## config.mk

```make
export PLATFORM = sky130hd
export DESIGN_NAME = nla_ctrl
export DESIGN_NICKNAME = d
export VERILOG_FILES = /design/src/rtl/nla_pkg.sv /design/src/rtl/nla_ctrl.sv
export VERILOG_INCLUDE_DIRS = /design/src /design/src/rtl
export SDC_FILE = /design/constraint.sdc
export NUM_CORES = 1
export LEC_CHECK = 0
export BUFFER_PORTS_ARGS = -buffer_cell sky130_fd_sc_hd__buf_2
export CAP_MARGIN = 20
export CORE_UTILIZATION = 51
export CTS_CLUSTER_SIZE = 28
export DETAILED_ROUTE_END_ITERATION = 12
export PLACE_DENSITY = 0.83
export SYNTH_ARGS = -nofsm -noshare
export SYNTH_HDL_FRONTEND = slang
export SYNTH_SLANG_ARGS = --single-unit
```

## constraint.sdc

```tcl
create_clock -name aclk -period 2.4 [get_ports aclk]
set_clock_uncertainty 0.1 [all_clocks]
set_input_delay 0.72 -clock aclk [delete_from_list [all_inputs] [get_ports aclk]]
set_output_delay 0.72 -clock aclk [all_outputs]
set_load 0.05 [all_outputs]
```

## src/rtl/assert_macros.svh

```systemverilog
// Assertion macros shared by the nearest-landmark association RTL.
`ifndef ASSERT_MACROS_SVH
`define ASSERT_MACROS_SVH

`ifndef SYNTH

// Clocked check, skipped while reset is asserted.
`define NLA_ASSERT(lbl, clk, rstn, prop) \
    lbl: assert property (@(posedge clk) disable iff (!rstn) prop) \
        else $error("nla assertion failed");

// Clocked check that also holds during reset.
`define NLA_ASSERT_ALWAYS(lbl, clk, prop) \
    lbl: assert property (@(posedge clk) prop) \
        else $error("nla assertion failed");

`else

`define NLA_ASSERT(lbl, clk, rstn, prop)
`define NLA_ASSERT_ALWAYS(lbl, clk, prop)

`endif

`endif

```

## src/rtl/nla_pkg.sv

```systemverilog
// Shared types and constants for the nearest-landmark association block.
package nla_pkg;

    localparam int unsigned NLA_MAX_LANDMARKS = 64;
    localparam int unsigned COORD_W           = 24;
    localparam int unsigned DIFF_W            = COORD_W + 1;
    localparam int unsigned DIST_W            = 50;
    localparam int unsigned IDX_OUT_W         = 6;
    localparam int unsigned KIND_W            = 2;

    typedef enum logic [KIND_W-1:0] {
        KIND_CLEAR  = 2'd0,
        KIND_APPEND = 2'd1,
        KIND_QUERY  = 2'd2
    } kind_t;

    typedef enum logic [1:0] {
        ST_IDLE,
        ST_SCAN,
        ST_DRAIN,
        ST_DONE
    } ctrl_state_t;

    typedef struct packed {
        logic wr_en;
        logic rd_en;
        logic obs_load;
        logic out_load;
        logic out_empty;
    } dp_cmd_t;

    typedef struct packed {
        logic pipe_busy;
        logic out_free;
    } dp_status_t;

endpackage

```

## src/rtl/nla_ctrl.sv

```systemverilog
// Controller FSM: table count, scan sequencing and result hand-off.
`include "assert_macros.svh"

module nla_ctrl #(
    parameter int unsigned MAX_LANDMARKS = nla_pkg::NLA_MAX_LANDMARKS,
    parameter int unsigned IW = (MAX_LANDMARKS > 1) ? $clog2(MAX_LANDMARKS) : 1,
    parameter int unsigned CW = $clog2(MAX_LANDMARKS + 1)
) (
    input  logic                          aclk,
    input  logic                          aresetn,
    input  logic                          s_valid,
    output logic                          s_ready,
    input  logic [nla_pkg::KIND_W-1:0]    s_kind,
    output nla_pkg::dp_cmd_t              cmd,
    output logic [IW-1:0]                 addr,
    input  nla_pkg::dp_status_t           sts
);
    import nla_pkg::*;

    ctrl_state_t   state_reg, state_next;
    logic [CW-1:0] count_reg, count_next;
    logic [IW-1:0] scan_reg, scan_next;
    logic          accept;
    logic          not_full;
    logic          last_entry;

    assign accept     = s_valid && (state_reg == ST_IDLE);
    assign not_full   = count_reg < CW'(MAX_LANDMARKS);
    assign last_entry = CW'(scan_reg) == (count_reg - CW'(1));

    always_ff @(posedge aclk) begin
        if (!aresetn) begin
            state_reg <= ST_IDLE;
            count_reg <= '0;
            scan_reg  <= '0;
        end else begin
            state_reg <= state_next;
            count_reg <= count_next;
            scan_reg  <= scan_next;
        end
    end

    always_comb begin
        state_next = state_reg;
        count_next = count_reg;
        scan_next  = scan_reg;
        case (state_reg)
            ST_IDLE: begin
                if (accept) begin
                    case (s_kind)
                        KIND_CLEAR: begin
                            count_next = '0;
                        end
                        KIND_APPEND: begin
                            if (not_full) begin
                                count_next = count_reg + CW'(1);
                            end
                        end
                        KIND_QUERY: begin
                            scan_next  = '0;
                            state_next = (count_reg == '0) ? ST_DONE : ST_SCAN;
                        end
                        default: begin
                            state_next = ST_IDLE;
                        end
                    endcase
                end
            end
            ST_SCAN: begin
                if (last_entry) begin
                    state_next = ST_DRAIN;
                end else begin
                    scan_next = scan_reg + IW'(1);
                end
            end
            ST_DRAIN: begin
                if (!sts.pipe_busy) begin
                    state_next = ST_DONE;
                end
            end
            ST_DONE: begin
                if (sts.out_free) begin
                    state_next = ST_IDLE;
                end
            end
            default: begin
                state_next = ST_IDLE;
            end
        endcase
    end

    always_comb begin
        s_ready       = 1'b0;
        cmd           = '0;
        addr          = count_reg[IW-1:0];
        cmd.out_empty = (count_reg == '0);
        case (state_reg)
            ST_IDLE: begin
                s_ready      = 1'b1;
                cmd.wr_en    = accept && (s_kind == KIND_APPEND) && not_full;
                cmd.obs_load = accept && (s_kind == KIND_QUERY);
            end
            ST_SCAN: begin
                cmd.rd_en = 1'b1;
                addr      = scan_reg;
            end
            ST_DRAIN: begin
                cmd.rd_en = 1'b0;
            end
            ST_DONE: begin
                cmd.out_load = sts.out_free;
            end
            default: begin
                s_ready = 1'b0;
            end
        endcase
    end

    `NLA_ASSERT(a_rd_in_table, aclk, aresetn, cmd.rd_en |-> (CW'(addr) < count_reg))
    `NLA_ASSERT(a_load_when_free, aclk, aresetn, cmd.out_load |-> sts.out_free)
    `NLA_ASSERT(a_no_write_in_scan, aclk, aresetn, (state_reg != ST_IDLE) |-> !cmd.wr_en)
    `NLA_ASSERT(a_count_bounded, aclk, aresetn, count_reg <= CW'(MAX_LANDMARKS))

endmodule

```

==> run_results.csv, run 1 <==
group,metric,value,unit
clock_network,cts_max_path_buffers,2,
routing,wl,3035,um
sta,fin_ws,65.17,ps
grt,first_global_vias,1079,
pwr,p_leak,0.6160,nW
sta,max_freq,428.3,MHz
place,numPortBuffers,18,
sta,rsz0062_at_grt,"false",
logic_synthesis,ys_types,48,
logic_synthesis,ys_seq_area_share,24.05,%
grt,grt_use_met2,41.13,%
clock_network,clock_latency,300,ps
critical_path,arrival,1510,ps
logic_synthesis,yosysMostFrequentCell,"dfxtp_1",
die,die_height,51.48,um
routing,ant_nets,0,
critical_path,cp_data_required_time,1580,ps
place,hpwl,2221,um
logic_synthesis,yosysTopAreaCell,"dfxtp_1",
die,start_util,55.38,%
logic_synthesis,synth_top_family_by_area,"compound AO/OA/AOI/OAI gates",
finish,largest_register_ffs,7,
finish,nNetsFinal,194,
logic_synthesis,synth-simple-area-share,23.05,%
logic_synthesis,syn_nets,168,
logic_synthesis,synth_xor_area_share,8.317,%
pwr,pwr-share-clk,15.5,%
critical_path,cp_slowest_cell,"dfxtp_2",
finish,drive_gt1_share,32.02,%
critical_path,crit_fanout,8,
die,core,2255,um2
sta,tns,0,ps
grt,grt_max_degree,12,
critical_path,slowest_delay,360,ps
routing,first_pass_iters,4,
critical_path,start_kind,"flip-flop",
clock_network,cts_root_buffer,"clkbuf_4",
logic_synthesis,ys_ff_latch,15,
finish,seq_area,302.8,um2
logic_synthesis,synth_edf_count,0,
outcome,status,"completed",
critical_path,cp_cell_sequence,"inv_2 -> ha_4 -> mux2_2 -> buf_2",
finish,num-fill-cells,215,
grt,grt_usage,25.00,%
worst_hold_path,hold_class,"reg -> reg",
clock_network,cts_tree,"built",
pwr,p_sw_share,45.75,%
clock_network,path_clk_slew,100,ps
sta,finalSetupViolCount,0,
pwr,ir_drop,726.9,uV
logic_synthesis,syn_area_per_cell,8.161,um2
routing,wl_per_cell,14.73,um
routing,via_count,1237,
logic_synthesis,synth_common_cells,"dfxtp_1 (15), nand2_1 (12), nor2_1 (11)",
pwr,pwr-share-comb,55.1,%
place,post-place-ws,4.400,ps
logic_synthesis,synth_top_area_share,24.05,%
pwr,p_per_area,677.1,nW/um2
logic_synthesis,synth.area.mux_share,3.607,%
logic_synthesis,ys.flop_type,"dfxtp_1",
sta,max_slew.worst_pin.slew,463.7,ps
die,pin_count,19,
clock_network,cts.sinks,15,
die,fp.dieW,51.48,um
grt,grt_pass1_wl,4850,um
sta,hold_violations,0,
grt,antenna_found_initial,0,
place,gp_congestion,0.7909,
logic_synthesis,synth_fa_ha_area_share,8.016,%
logic_synthesis,syn_area,1249,um2
sta,finalCriticalPeriod,2335,ps
sta,finalCritPeriodShare,97.28,%
logic_synthesis,ys_warn_count,0,
critical_path,path_buf_inv,2,
sta,report.final.slew_viol_count,0,
sta,maxSlewHeadroom,68.76,%
routing,drc_errors,0,
die,rows,17,
finish,multi_input_area,910.9,um2
clock_network,cts-htree-levels,1,
critical_path,cp-end-kind,"output pin",
pwr,seq_power_share,29.4,%
finish,syn_to_final_growth,19.84,%
logic_synthesis,synth.area.top_cells,"dfxtp_1 (24%), ha_1 (8.0%), xor2_1 (4.9%), a21oi_1 (4.0%), mux2_1 (3.6%)",
grt,use_met3,6.548,%
flow_run,drv_cap,0,
grt,grt.overflow.total,0,
routing,first_iter_violations,31,
grt,gr-max-usage-layer,"met2",
clock_network,cts_made_buffers,3,
clock_network,hold_buffers,0,
pwr,internal_power,549.7,uW
logic_synthesis,postSynthCellCount,153,
routing,via_per_inst,6.005,
logic_synthesis,synth_compound_area_share,26.25,%
finish,n_antenna_cell,0,
logic_synthesis,synth-async-reset-ratio,0,%
pwr,power_switching,463.5,uW
critical_path,critPathKind,"reg -> out",
critical_path,path_delay_family,"flip-flops",
die,dieArea,2650,um2
grt,met1_usage,31.00,%
==> cell families after synthesis <==
family	Yosys count
and+or+nand+nor	53
DFF	15
adders and majority gates	8
buffers and inverters	17
AOI/OAI and AO/OA	45
xor gates and xnor gates	11
muxes	4
==> cell type report <==
type                    instances  share of cell area, %
multi-input cells             121                  60.87
inverters                       8                  2.007
well taps                      28                  2.341
repair buffers                 30                  12.79
clock buffers                   4                  1.756
flip-flops and latches         15                  20.23
==> worst reg2reg max path, stage by stage (launching register included) <==
cell      delay, ps
dfxtp_1         330
inv_2           110
ha_2            280
xor2_1          180
o22ai_1         110
a22oi_2         230
a211oi_4         90
buf_4           170
or4_1           460
a21oi_1         140
==> through the flow <==
| stage | cells | cell area (um2) | hold slack, ps | utilization (%) | total power, mW |
|---|---|---|---|---|---|
| floorplan | 153 | 1285 | 393.3 | - | 0.6942 |
| global placement | 195 | 1391 | 440.0 | 61.71 | 0.7638 |
| detailed placement | 195 | 1391 | 438.3 | 61.71 | 0.7810 |
| CTS | 202 | 1456 | 464.1 | 64.59 | 0.9803 |
| global route | 206 | 1496 | 474.6 | 66.37 | 1.069 |
| finish | 206 | 1496 | 449.6 | 66.37 | 1.013 |
==> final timing paths <==
kind                            slack (ps)          from           end  cells past startpoint
worst min register to register         450  state_reg[1]  state_reg[1]                      1
worst min-delay path                   450  state_reg[1]  state_reg[1]                      1
worst max register to register         140  count_reg[1]   scan_reg[5]                      9
worst max-delay path                    70  state_reg[1]       addr[2]                      4
==> power groups by stage <==
stage | Combinational (mW) | Clock, mW | Sequential (mW)
final | 0.558 | 0.157 | 0.298
after detailed placement | 0.487 | 0 | 0.294
after global placement | 0.470 | 0 | 0.294
after floorplan | 0.406 | 0 | 0.289
after global routing | 0.595 | 0.172 | 0.302
after CTS | 0.530 | 0.156 | 0.294
==> timing repair <==
action	CTS	global route
buffers inserted	3	4
cloned	0	0
pin swaps	1	4
endpoints found under the setup margin	7	14
gates resized for setup	5	5
==> routing by layer <==
metal  vias up  wire length [um]
met4         0                54
met1       585              1319
met3         9               136
met2        38              1526
li1        605                 -
met5         -                 0
==> cell usage in the layout, fill, tap and decap left out, drive strengths merged, types with 2 or more instances in the layout <==
cell	instances
buf	28
o21ai	17
dfxtp	15
nand2	12
nor2	11
a21oi	10
xor2	8
inv	8
ha	8
nand4	7
clkbuf	6
mux2	4
or3	4
nor3	4
and2	3
xnor2	3
a21boi	3
and3	2
nand3b	2
nand3	2
or4	2
Power figures use the tool's default switching activity.
==> run 2: changes to the inputs <==
--- a/constraint.sdc
+++ b/constraint.sdc
@@ -4,2 +4,2 @@
 set_output_delay 0.72 -clock aclk [all_outputs]
-set_load 0.05 [all_outputs]
+set_load 0.1 [all_outputs]
==> run 2 against run 1 <==
  * Critical path depth rose by 1
  * Sequential share of layout area fell by 1.3 points
  * Total power rose by 19%
  * First-iteration DRC count did not move
==> run_results.csv, run 2 (same netlist as run 1, synthesis figures left out) <==
group,metric,value,unit
routing,via_per_inst,6.005,
place,gp_congestion,0.7657,
routing,drc_errors,0,
die,start_util,55.38,%
die,rows,17,
finish,n_antenna_cell,0,
clock_network,cts_max_path_buffers,2,
clock_network,cts_root_buffer,"clkbuf_4",
critical_path,cp_cell_sequence,"inv_2 -> ha_4 -> nand3b_1 -> nor3_4 -> buf_12",
clock_network,path_clk_slew,90,ps
grt,grt_usage,24.20,%
critical_path,start_kind,"flip-flop",
sta,finalSetupViolCount,0,
place,dp.cells,193,
place,hpwl,2264,um
routing,first_iter_violations,31,
sta,finalCriticalPeriod,2392,ps
sta,max_slew.worst_pin.slew,486.0,ps
critical_path,crit_fanout,7,
critical_path,r2r_slack,180,ps
critical_path,critPathKind,"reg -> out",
finish,syn_to_final_growth,29.06,%
grt,antenna_found_initial,0,
routing,wl,3192,um
die,core,2255,um2
critical_path,cp_slowest_cell,"dfxtp_2",
die,fp.dieW,51.48,um
clock_network,clock_latency,280,ps
sta,report.final.slew_viol_count,0,
clock_network,cts_made_buffers,3,
pwr,p_per_area,749.5,nW/um2
critical_path,cp_data_required_time,1580,ps
place,numPortBuffers,18,
grt,grt.overflow.total,0,
critical_path,rr_endpoint,"scan_reg[5]",
sta,fin_ws,8.029,ps
die,die_height,51.48,um
routing,wl_per_cell,15.35,um
critical_path,startpoint,"state_reg[1]",
sta,rsz0062_at_grt,"true",
finish,num-fill-cells,172,
finish,nNetsFinal,196,
finish,drive_gt1_share,33.33,%
finish,final_cell_mix,"buf_4 (17), dfxtp_1 (13), nand2_1 (12)",
die,dieArea,2650,um2
critical_path,endpoint,"cmd[4]",
critical_path,rr_startpoint,"count_reg[0]",
worst_hold_path,hold_class,"reg -> reg",
finish,final_common_cell,"buf_4",
routing,first_pass_iters,4,
grt,grt_pass1_wl,4809,um
place,post-place-ws,22.85,ps
finish,stdcell_count,208,
outcome,status,"completed",
clock_network,cts_tree,"built",
critical_path,slowest_delay,350,ps
routing,ant_nets,0,
clock_network,cts-htree-levels,1,
clock_network,cts.sinks,15,
critical_path,arrival,1570,ps
sta,maxSlewHeadroom,67.26,%
grt,first_global_vias,1093,
critical_path,cp-end-kind,"output pin",
pwr,ir_drop,770.3,uV
critical_path,reg2reg_depth,8,
finish,largest_register_ffs,7,
routing,via_count,1249,
sta,max_freq,418.1,MHz
pwr,p_leak,0.6304,nW
grt,grt_max_degree,15,
die,pin_count,19,
flow_run,drv_cap,0,
sta,hold_violations,0,
sta,finalCritPeriodShare,99.67,%
run 2: changes by cell type in the layout (fill, tap and decap cells not counted), sizes merged:
cell      change
clkinvlp      +1
a211oi        +1
buf           +3
inv           -1
clkbuf        -2
run 2: where the power goes:
group / switching, mW / internal [mW] / leakage (nW)
registers: 0.0196 / 0.274 / 0.122
logic: 0.485 / 0.281 / 0.493
clock network: 0.0831 / 0.0645 / 0.0150
run 2: how the worst min path moves through the flow:
stage | startpoint | end | slack (ps) | depth (start not counted)
6_report | state_reg[1] | state_reg[1] | 420 | 1
3_5_place_dp | state_reg[1] | state_reg[1] | 400 | 1
5_1_grt | state_reg[1] | state_reg[1] | 450 | 1
4_1_cts | state_reg[1] | state_reg[1] | 420 | 1
3_3_place_gp | state_reg[1] | state_reg[1] | 400 | 1
2_1_floorplan | state_reg[1] | state_reg[1] | 380 | 1
run 2: what timing repair did:
action | 4_1_cts | 5_1_grt
gates cloned | 0 | 1
hold buffers | 0 | 0
resized for setup | 5 | 2
pin swaps | 1 | 5
buffers inserted | 0 | 10
setup endpoints to repair | 4 | 12
run 2: area by class of cell:
type	instances	area (um2)	area share, %
repair buffers	31	287.8	17.86
clock buffers	4	26.28	1.630
multi-input cells	122	923.4	57.30
flip-flops and latches	15	305.3	18.94
inverters	8	33.78	2.096
well taps	28	35.03	2.174
run 2: metrics by stage:
| step | area (um2) | util, % | setup TNS, ps | hold WS [ps] | power [mW] |
|---|---|---|---|---|---|
| 6_report | 1612 | 71.48 | 0 | 423.5 | 1.208 |
| 5_1_grt | 1612 | 71.48 | -28.90 | 446.2 | 1.260 |
| 4_1_cts | 1519 | 67.37 | 0 | 422.4 | 1.095 |
| 3_5_place_dp | 1473 | 65.32 | 0 | 401.8 | 0.9360 |
| 3_3_place_gp | 1473 | 65.32 | 0 | 403.8 | 0.9157 |
| 2_1_floorplan | 1299 | - | -2339 | 375.5 | 0.8307 |
run 2: metal layers:
layer | GRT usage, % | vias up | share of wire (%)
met4 | 8.108 | 0 | 1.5
met3 | 2.976 | 6 | 6.8
met2 | 43.51 | 59 | 50
met1 | 29.24 | 571 | 42
met5 | 0 | - | 0
li1 | - | 613 | -
run 2: critical path, delay by kind of cell, from the launching register on:
family / cells / cell delay (ps)
buffers and inverters: 2 / 300
flip-flops: 1 / 350
adder cells (fa/ha/maj): 1 / 170
AND/OR/NAND/NOR: 2 / 460
